**src/rtl/core/jzes_pkg.sv**
```systemverilog
`timescale 1ns / 1ps
`default_nettype none

package jzes_pkg;

    localparam int NAME_MAX_BYTES = 512;

    localparam int DATA_W     = 8;
    localparam int NAME_LEN_W = 10;
    localparam int CSIZE_W    = 32;
    localparam int COUNT_W    = 16;
    localparam int VERDICT_W  = 2;
    localparam int KIND_W     = 2;
    localparam int M_TDATA_W  = 72;

    localparam logic [KIND_W-1:0] KIND_NAME    = 2'd0;
    localparam logic [KIND_W-1:0] KIND_ENTRY   = 2'd1;
    localparam logic [KIND_W-1:0] KIND_VERDICT = 2'd2;

    localparam logic [VERDICT_W-1:0] VERDICT_NOT_JPEG = 2'd0;
    localparam logic [VERDICT_W-1:0] VERDICT_JPEG     = 2'd1;
    localparam logic [VERDICT_W-1:0] VERDICT_JPEG_ZIP = 2'd2;

    localparam logic [7:0] SOI_BYTE0 = 8'hFF;
    localparam logic [7:0] SOI_BYTE1 = 8'hD8;
    localparam logic [7:0] SIG_BYTE0 = 8'h50;
    localparam logic [7:0] SIG_BYTE1 = 8'h4B;
    localparam logic [7:0] SIG_BYTE2 = 8'h03;
    localparam logic [7:0] SIG_BYTE3 = 8'h04;

    // results caused by one input byte, in output order: name, entry, verdict
    typedef struct packed {
        logic                  has_name;
        logic                  has_entry;
        logic                  has_verdict;
        logic [DATA_W-1:0]     name_byte;
        logic [NAME_LEN_W-1:0] name_length;
        logic [CSIZE_W-1:0]    comp_size;
        logic [COUNT_W-1:0]    entry_count;
        logic [VERDICT_W-1:0]  verdict;
    } res_bundle_t;

    function automatic logic [7:0] sig_byte(input logic [1:0] idx);
        logic [7:0] val;
        case (idx)
            2'd0:    val = SIG_BYTE0;
            2'd1:    val = SIG_BYTE1;
            2'd2:    val = SIG_BYTE2;
            default: val = SIG_BYTE3;
        endcase
        return val;
    endfunction

endpackage

`default_nettype wire

```
**src/rtl/core/jzes_parse.sv**
```systemverilog
`timescale 1ns / 1ps
`default_nettype none

module jzes_parse (
    input  wire logic                clk,
    input  wire logic                rst_n,
    input  wire logic                take,
    input  wire logic [7:0]          data_byte,
    input  wire logic                end_of_stream,
    output jzes_pkg::res_bundle_t    bundle
);
    import jzes_pkg::*;

    typedef enum logic [2:0] {
        PH_SEEK_SOI,
        PH_SEEK_SIG,
        PH_HEADER,
        PH_NAME,
        PH_SKIP,
        PH_STOPPED
    } phase_t;

    phase_t                phase_reg, phase_next;
    logic [2:0]            match_reg, match_next;
    logic [4:0]            hdr_idx_reg, hdr_idx_next;
    logic [31:0]           size_reg, size_next;
    logic [15:0]           name_fld_reg, name_fld_next;
    logic [15:0]           extra_reg, extra_next;
    logic [NAME_LEN_W-1:0] left_reg, left_next;
    logic [NAME_LEN_W-1:0] taken_reg, taken_next;
    logic [32:0]           skip_reg, skip_next;
    logic [COUNT_W-1:0]    count_reg, count_next;

    logic [2:0]            idx;
    logic [2:0]            idx_n;
    logic [7:0]            expect_byte;
    logic [7:0]            first_byte;
    logic [1:0]            lane;

    always_comb
    begin
        phase_next    = phase_reg;
        match_next    = match_reg;
        hdr_idx_next  = hdr_idx_reg;
        size_next     = size_reg;
        name_fld_next = name_fld_reg;
        extra_next    = extra_reg;
        left_next     = left_reg;
        taken_next    = taken_reg;
        skip_next     = skip_reg;
        count_next    = count_reg;
        bundle        = '0;
        idx           = '0;
        idx_n         = '0;
        expect_byte   = '0;
        first_byte    = '0;
        lane          = 2'(hdr_idx_reg - 5'd14);

        case (phase_reg)
            PH_SEEK_SOI:
            begin
                idx         = (match_reg >= 3'd2) ? 3'd0 : match_reg;
                expect_byte = (idx == 3'd0) ? SOI_BYTE0 : SOI_BYTE1;
                idx_n       = (data_byte == expect_byte) ? idx + 3'd1
                            : ((data_byte == SOI_BYTE0) ? 3'd1 : 3'd0);
                if (idx_n == 3'd2)
                begin
                    match_next = '0;
                    phase_next = PH_SEEK_SIG;
                end
                else
                begin
                    match_next = idx_n;
                end
            end
            PH_SEEK_SIG:
            begin
                idx         = (match_reg >= 3'd4) ? 3'd0 : match_reg;
                expect_byte = sig_byte(idx[1:0]);
                first_byte  = sig_byte(2'd0);
                idx_n       = (data_byte == expect_byte) ? idx + 3'd1
                            : ((data_byte == first_byte) ? 3'd1 : 3'd0);
                if (idx_n == 3'd4)
                begin
                    match_next    = '0;
                    phase_next    = PH_HEADER;
                    hdr_idx_next  = '0;
                    size_next     = '0;
                    name_fld_next = '0;
                    extra_next    = '0;
                end
                else
                begin
                    match_next = idx_n;
                end
            end
            PH_HEADER:
            begin
                if (hdr_idx_reg >= 5'd14 && hdr_idx_reg <= 5'd17)
                    size_next[lane*8 +: 8] = data_byte;
                else if (hdr_idx_reg == 5'd22 || hdr_idx_reg == 5'd23)
                    name_fld_next[hdr_idx_reg[0]*8 +: 8] = data_byte;
                else if (hdr_idx_reg == 5'd24 || hdr_idx_reg == 5'd25)
                    extra_next[hdr_idx_reg[0]*8 +: 8] = data_byte;

                if (hdr_idx_reg >= 5'd25)
                begin
                    hdr_idx_next = '0;
                    if (name_fld_next == 16'd0 || end_of_stream)
                    begin
                        phase_next = PH_STOPPED;
                    end
                    else
                    begin
                        left_next  = (name_fld_next < 16'(NAME_MAX_BYTES))
                                   ? NAME_LEN_W'(name_fld_next)
                                   : NAME_LEN_W'(NAME_MAX_BYTES);
                        taken_next = '0;
                        phase_next = PH_NAME;
                    end
                end
                else
                begin
                    hdr_idx_next = hdr_idx_reg + 5'd1;
                end
            end
            PH_NAME:
            begin
                bundle.has_name  = 1'b1;
                bundle.name_byte = data_byte;
                taken_next       = taken_reg + 1'b1;
                left_next        = (left_reg != '0) ? left_reg - 1'b1 : left_reg;
                if (left_next == '0 || end_of_stream)
                begin
                    if (count_reg != '1)
                        count_next = count_reg + 1'b1;
                    bundle.has_entry   = 1'b1;
                    bundle.name_length = taken_next;
                    bundle.comp_size   = size_reg;
                    skip_next  = {1'b0, size_reg} + {17'd0, extra_reg};
                    match_next = '0;
                    phase_next = (skip_next != '0) ? PH_SKIP : PH_SEEK_SIG;
                end
            end
            PH_SKIP:
            begin
                if (skip_reg != '0)
                    skip_next = skip_reg - 1'b1;
                if (skip_next == '0)
                begin
                    match_next = '0;
                    phase_next = PH_SEEK_SIG;
                end
            end
            default:
            begin
            end
        endcase

        bundle.entry_count = count_next;

        if (end_of_stream)
        begin
            bundle.has_verdict = 1'b1;
            if (phase_next == PH_SEEK_SOI)
                bundle.verdict = VERDICT_NOT_JPEG;
            else if (count_next == '0)
                bundle.verdict = VERDICT_JPEG;
            else
                bundle.verdict = VERDICT_JPEG_ZIP;
            phase_next    = PH_SEEK_SOI;
            match_next    = '0;
            hdr_idx_next  = '0;
            size_next     = '0;
            name_fld_next = '0;
            extra_next    = '0;
            left_next     = '0;
            taken_next    = '0;
            skip_next     = '0;
            count_next    = '0;
        end
    end

    always_ff @(posedge clk or negedge rst_n)
    begin
        if (!rst_n)
        begin
            phase_reg    <= PH_SEEK_SOI;
            match_reg    <= '0;
            hdr_idx_reg  <= '0;
            size_reg     <= '0;
            name_fld_reg <= '0;
            extra_reg    <= '0;
            left_reg     <= '0;
            taken_reg    <= '0;
            skip_reg     <= '0;
            count_reg    <= '0;
        end
        else if (take)
        begin
            phase_reg    <= phase_next;
            match_reg    <= match_next;
            hdr_idx_reg  <= hdr_idx_next;
            size_reg     <= size_next;
            name_fld_reg <= name_fld_next;
            extra_reg    <= extra_next;
            left_reg     <= left_next;
            taken_reg    <= taken_next;
            skip_reg     <= skip_next;
            count_reg    <= count_next;
        end
    end

endmodule

`default_nettype wire

```
**src/rtl/core/jpeg_zip_entry_scanner.sv**
```systemverilog
`timescale 1ns / 1ps
`default_nettype none
// JPEG start marker / appended ZIP local header scanner.
// Input stream: one file byte per transfer on s_tdata, s_tlast marks the
// final byte of a stream. Output stream: name bytes (kind 0), an entry
// report after each parsed local header and its name (kind 1), and a final
// verdict (kind 2) after the last byte; kind travels on m_tuser and m_tlast
// marks the last result caused by one input byte.
// Latency: the results of a byte appear the cycle after its transfer.
// Throughput: one byte per cycle while each byte causes at most one result
// and m_tready is high; after a byte causing k results (k is at most 3),
// the next byte is taken in the cycle its last result transfers. Bytes
// causing no result pass at one per cycle regardless of the output. The
// limit is the single result register, drained one result per ready cycle.
// Stall: a waiting result holds m_tdata/m_tuser/m_tlast steady; s_tready
// drops while results are pending unless one remains and m_tready is high.
// Reset: output empties and the scanner returns to hunting for FF D8 with
// the entry count cleared; each s_tlast byte restarts the hunt likewise.
module jpeg_zip_entry_scanner (
    input  wire logic                           clk,
    input  wire logic                           rst_n,
    input  wire logic                           s_tvalid,
    output logic                                s_tready,
    input  wire logic [7:0]                     s_tdata,  // data_byte
    input  wire logic                           s_tlast,  // end_of_stream
    output logic                                m_tvalid,
    input  wire logic                           m_tready,
    // name_byte[7:0], name_length[17:8], comp_size[49:18],
    // entry_count[65:50], verdict[67:66], zero pad [71:68]
    output logic [jzes_pkg::M_TDATA_W-1:0]      m_tdata,
    output logic [jzes_pkg::KIND_W-1:0]         m_tuser,  // kind
    output logic                                m_tlast   // last_result
);
    import jzes_pkg::*;

    res_bundle_t bundle;
    res_bundle_t res_reg;
    logic [2:0]  pend_reg, pend_next;
    logic        take;
    logic        m_xfer;
    logic        single;
    logic [2:0]  lowest;

    jzes_parse u_parse (
        .clk           (clk),
        .rst_n         (rst_n),
        .take          (take),
        .data_byte     (s_tdata),
        .end_of_stream (s_tlast),
        .bundle        (bundle)
    );

    // pend_reg bit 0 name, bit 1 entry, bit 2 verdict
    assign single   = (pend_reg != 3'd0) && ((pend_reg & (pend_reg - 3'd1)) == 3'd0);
    assign lowest   = pend_reg & (~pend_reg + 3'd1);
    assign m_tvalid = (pend_reg != 3'd0);
    assign m_xfer   = m_tvalid && m_tready;
    assign s_tready = (pend_reg == 3'd0) || (m_tready && single);
    assign take     = s_tvalid && s_tready;

    always_comb
    begin
        pend_next = pend_reg;
        if (m_xfer)
            pend_next = pend_reg & ~lowest;
        if (take)
            pend_next = {bundle.has_verdict, bundle.has_entry, bundle.has_name};
    end

    always_ff @(posedge clk or negedge rst_n)
    begin
        if (!rst_n)
            pend_reg <= '0;
        else
            pend_reg <= pend_next;
    end

    always_ff @(posedge clk)
    begin
        if (take)
            res_reg <= bundle;
    end

    always_comb
    begin
        m_tdata = '0;
        m_tuser = KIND_VERDICT;
        m_tlast = single;
        if (pend_reg[0])
        begin
            m_tuser      = KIND_NAME;
            m_tdata[7:0] = res_reg.name_byte;
        end
        else if (pend_reg[1])
        begin
            m_tuser        = KIND_ENTRY;
            m_tdata[17:8]  = res_reg.name_length;
            m_tdata[49:18] = res_reg.comp_size;
            m_tdata[65:50] = res_reg.entry_count;
        end
        else
        begin
            m_tdata[65:50] = res_reg.entry_count;
            m_tdata[67:66] = res_reg.verdict;
        end
    end

endmodule

`default_nettype wire

```
**config.mk**
```make
export PLATFORM = sky130hd
export DESIGN_NAME = jpeg_zip_entry_scanner
export DESIGN_NICKNAME = d
export VERILOG_FILES = /design/src/rtl/core/jzes_pkg.sv /design/src/rtl/core/jzes_parse.sv /design/src/rtl/core/jpeg_zip_entry_scanner.sv
export SDC_FILE = /design/constraint.sdc
export NUM_CORES = 1
export LEC_CHECK = 0
export BUFFER_PORTS_ARGS = -buffer_cell sky130_fd_sc_hd__buf_2
export CAP_MARGIN = 5
export CORE_AREA = 2 2 217 219
export DETAILED_ROUTE_END_ITERATION = 8
export DIE_AREA = 0 0 219 221
export GPL_TIMING_DRIVEN = 1
export PLACE_DENSITY_LB_ADDON = 0.05
export SLEW_MARGIN = 20
export SYNTH_ARGS = -nofsm -noshare
export SYNTH_HDL_FRONTEND = slang
export SYNTH_SLANG_ARGS = --single-unit
```
**constraint.sdc**
```tcl
create_clock -name clk -period 8.8 [get_ports clk]
set_input_delay 0.88 -clock clk [delete_from_list [all_inputs] [get_ports clk]]
set_output_delay 0.88 -clock clk [all_outputs]
set_load 0.01 [all_outputs]
```
==> metrics.csv <==
metric,value,unit
Chip Width,219,µm
WL final,46070,µm
post-route antenna net violation count,0,
Max stage delay on crit path,0.66,ns
nets,1665,
type of the most critical hold path,in -> async,
status,completed,
Worst Setup Path Type,reg -> reg,
fin crit share,56.05,%
GR Layer Usage met1,29.12,%
initial antenna violation count,1,
Pleak,0.006534,µW
VDD IR max,0.0001161,V
First-pass DRT Iterations,5,
vias in the first global route,11650,
met3 GRT Util,1.911,%
post-synthesis simple-gate area fraction,26.42,%
Relative slew margins,29.82,%
r2r worst-path depth,12,
largest family of logic cells by synthesized area,simple AND/OR/NAND/NOR gates,
pwr dens,155.4,nW/µm²
met2 GRT Util,28.48,%
Switching Share,26.83,%
r2r setup slk,3.87,ns
crit-path cells,ha_1 > fa_1 > a21o_1 > a221oi_1 > o21ai_0 > xnor2_1 > o211ai_1 > or4b_1 > or4_1 > nor4_1 > a211oi_1 > a211oi_1,
most frequent CP cell,a211oi_1,
"Reg clk slew, reported paths",0.06,ns
Synth Warn #,0,
Die Height,221,µm
CTS tree,yes,
Port Buf Inserts,85,
"Cell Area, Synth",13630,µm²
post-route setup TNS,0,ns
predominant post-synthesis flop cell,dfrtp_1,
Post-Synth Adder-Cell Area,3.157,%
number of flip-flops in the largest register,68,
Post-route DRC,0,
Inserted Clock Buffers,28,
CP max stage cell,nor4_1,
Clk pwr share,46.3,%
RR Startpoint,u_parse.extra_reg[0]$_DFFE_PN0P_,
WL per Instance,20.49,µm
mux cell area share after synthesis,1.331,%
Worst setup SP type,flip-flop,
fmax,0.2027,GHz
gp weighted congestion,0.8151,
number of DRC markers in iteration 0,856,
"commonest non-fill, non-tap cell in the layout",nand2_1,
fin. max-slew vios,0,
gr usage total,18.99,%
worst slew pin tran,1.049,ns
CTS resizes,0,
Comb power frac,9.6,%
CTS sink cnt,215,
hold buffer count at CTS,0,
"EDFF count, synth",68,
post-synthesis sequential area ratio,41.96,%
register share of total power,44.1,%
Initial Utilization,29.60,%
H-tree levels,1,
number of fill cells,4850,
RSZ-0062 raised after global routing,false,
pin count of the biggest net entering global routing,54,
GR peak layer,met1,
postcts setup bufs,0,
Fin. Hold Viols,0,
Worst setup EP type,flip-flop,
most frequent cells in the layout,"nand2_1, o21ai_0, dfrtp_1",
Row Count,79,
CP Max Fanout,4,
Int Pwr,1762,µW
Post-Synthesis Cells,1585,
clock root cell,clkbuf_16,
maxcap violations,0,
Longest Clk Path Bufs,3,
clk_skew,0.009648,ns
library cells used by synthesis,83,
Finished Layout Cells,2248,
vias after detailed routing,11930,
total gr overflow,0,
CP arrival,5.32,ns
area grow syn2layout,13.67,%
post-layout min period,4.932,ns
worst reg2reg path endpoint,res_reg[1]$_SDFFCE_PP0P_,
final setup vio count,0,
compound-cell area share of the yosys netlist,19.57,%
diode count,0,
final HPWL from detailed placement,31760,µm
asr flop ratio synth,68.37,%
first-pass GRT wire length,71930,µm
die area,48400,µm²
WP data required,9.19,ns
net switching power,646.0,µW
clock latency on the worst-skew pair,0.57,ns
ratio of cells with drive above 1 in the final layout,10.85,%
xor/xnor share of the synthesized area,3.405,%
register area,5720,µm²
core footprint,46060,µm²
Avg Synthesized Cell Area,8.602,µm²
area occupied by multi-input gates,7376,µm²
Placed Instances,2195,
IO Count,90,
Seq cells post-synth,215,
Vias/cell,5.306,
power groups by stage:
stage,Sequential [µW],Combinational (µW),Clock [µW]
6_report,1060,232,1120
5_1_grt,1060,254,1190
4_1_cts,1060,235,1150
3_5_place_dp,1080,234,0
3_3_place_gp,1080,235,0
2_1_floorplan,1070,145,0
worst max-delay path: cells and delay by family (launching register included):
kind / cells / cell delay, ns
adders and majority gates: 2 / 0.66
and+or+nand+nor: 3 / 1.70
AOI/OAI and AO/OA: 6 / 1.74
xor gates and xnor gates: 1 / 0.26
DFF: 1 / 0.38
cells in the mapped netlist, drive strengths merged, types with 7 or more instances:
cell | number | area (µm²)
a211oi | 9 | 72.57
a21o | 7 | 52.55
a21oi | 84 | 420.4
a22o | 34 | 297.8
a31oi | 23 | 158.9
and2 | 96 | 600.6
and3 | 23 | 143.9
and4 | 11 | 96.34
buf | 12 | 83.82
clkbuf | 95 | 356.6
dfrtp | 147 | 3679
edfxtp | 68 | 2042
ha | 32 | 400.4
inv | 32 | 120.1
mux2i | 17 | 170.2
nand2 | 188 | 705.7
nand2b | 20 | 125.1
nand3 | 32 | 160.2
nand4 | 24 | 156.4
nor2 | 139 | 521.8
nor2b | 23 | 143.9
nor3 | 48 | 240.2
nor4 | 33 | 221.5
o211ai | 10 | 75.07
o21ai | 164 | 820.8
o22ai | 10 | 62.56
o31ai | 17 | 127.6
or2 | 9 | 56.31
or3 | 17 | 111.4
or4 | 16 | 120.1
xnor2 | 36 | 315.3
xor2 | 17 | 148.9
routing by layer:
layer | up-vias | wire, µm
met2 | 219 | 20140
met1 | 5849 | 23380
met3 | 44 | 1620
li1 | 5817 | -
met4 | 0 | 925
met5 | - | 0
cell families after synthesis:
family / Yosys count
fa+ha+maj: 34
xor+xnor: 53
flops: 215
buf+inv: 139
mux: 18
simple gates: 701
other cells: 2
compound gates: 423
area by class of cell:
class | count | area share, %
Clock buffer | 38 | 5.280
Clock inverter | 14 | 0.5570
Inverter | 32 | 0.7831
Multi-Input combinational cell | 1235 | 47.59
Sequential cell | 215 | 36.91
Tap cell | 607 | 4.900
Timing Repair Buffer | 107 | 3.980
how the worst max path moves through the flow:
| stage | start | to |
|---|---|---|
| floorplan | m_tready | u_parse.taken_reg[9]$_DFFE_PN0P_ |
| global placement | u_parse.extra_reg[0]$_DFFE_PN0P_ | res_reg[1]$_SDFFCE_PP0P_ |
| detailed placement | u_parse.extra_reg[0]$_DFFE_PN0P_ | res_reg[1]$_SDFFCE_PP0P_ |
| CTS | u_parse.extra_reg[0]$_DFFE_PN0P_ | res_reg[1]$_SDFFCE_PP0P_ |
| global route | u_parse.extra_reg[0]$_DFFE_PN0P_ | res_reg[1]$_SDFFCE_PP0P_ |
| finish | u_parse.extra_reg[0]$_DFFE_PN0P_ | res_reg[1]$_SDFFCE_PP0P_ |
through the flow:
step | utilization (%) | setup slack, ns | power (µW) | hold slack, ns | area (µm²)
2_1_floorplan | - | 4.590 | 1220 | 0.4672 | 13650
3_3_place_gp | 31.62 | 3.892 | 1314 | 0.4910 | 14570
3_5_place_dp | 31.62 | 3.885 | 1313 | 0.4935 | 14570
4_1_cts | 33.59 | 3.846 | 2449 | 0.2831 | 15470
5_1_grt | 33.65 | 3.584 | 2508 | 0.3297 | 15500
6_report | 33.65 | 3.868 | 2408 | 0.2824 | 15500
No activity file was read; power rests on OpenSTA's default activity.
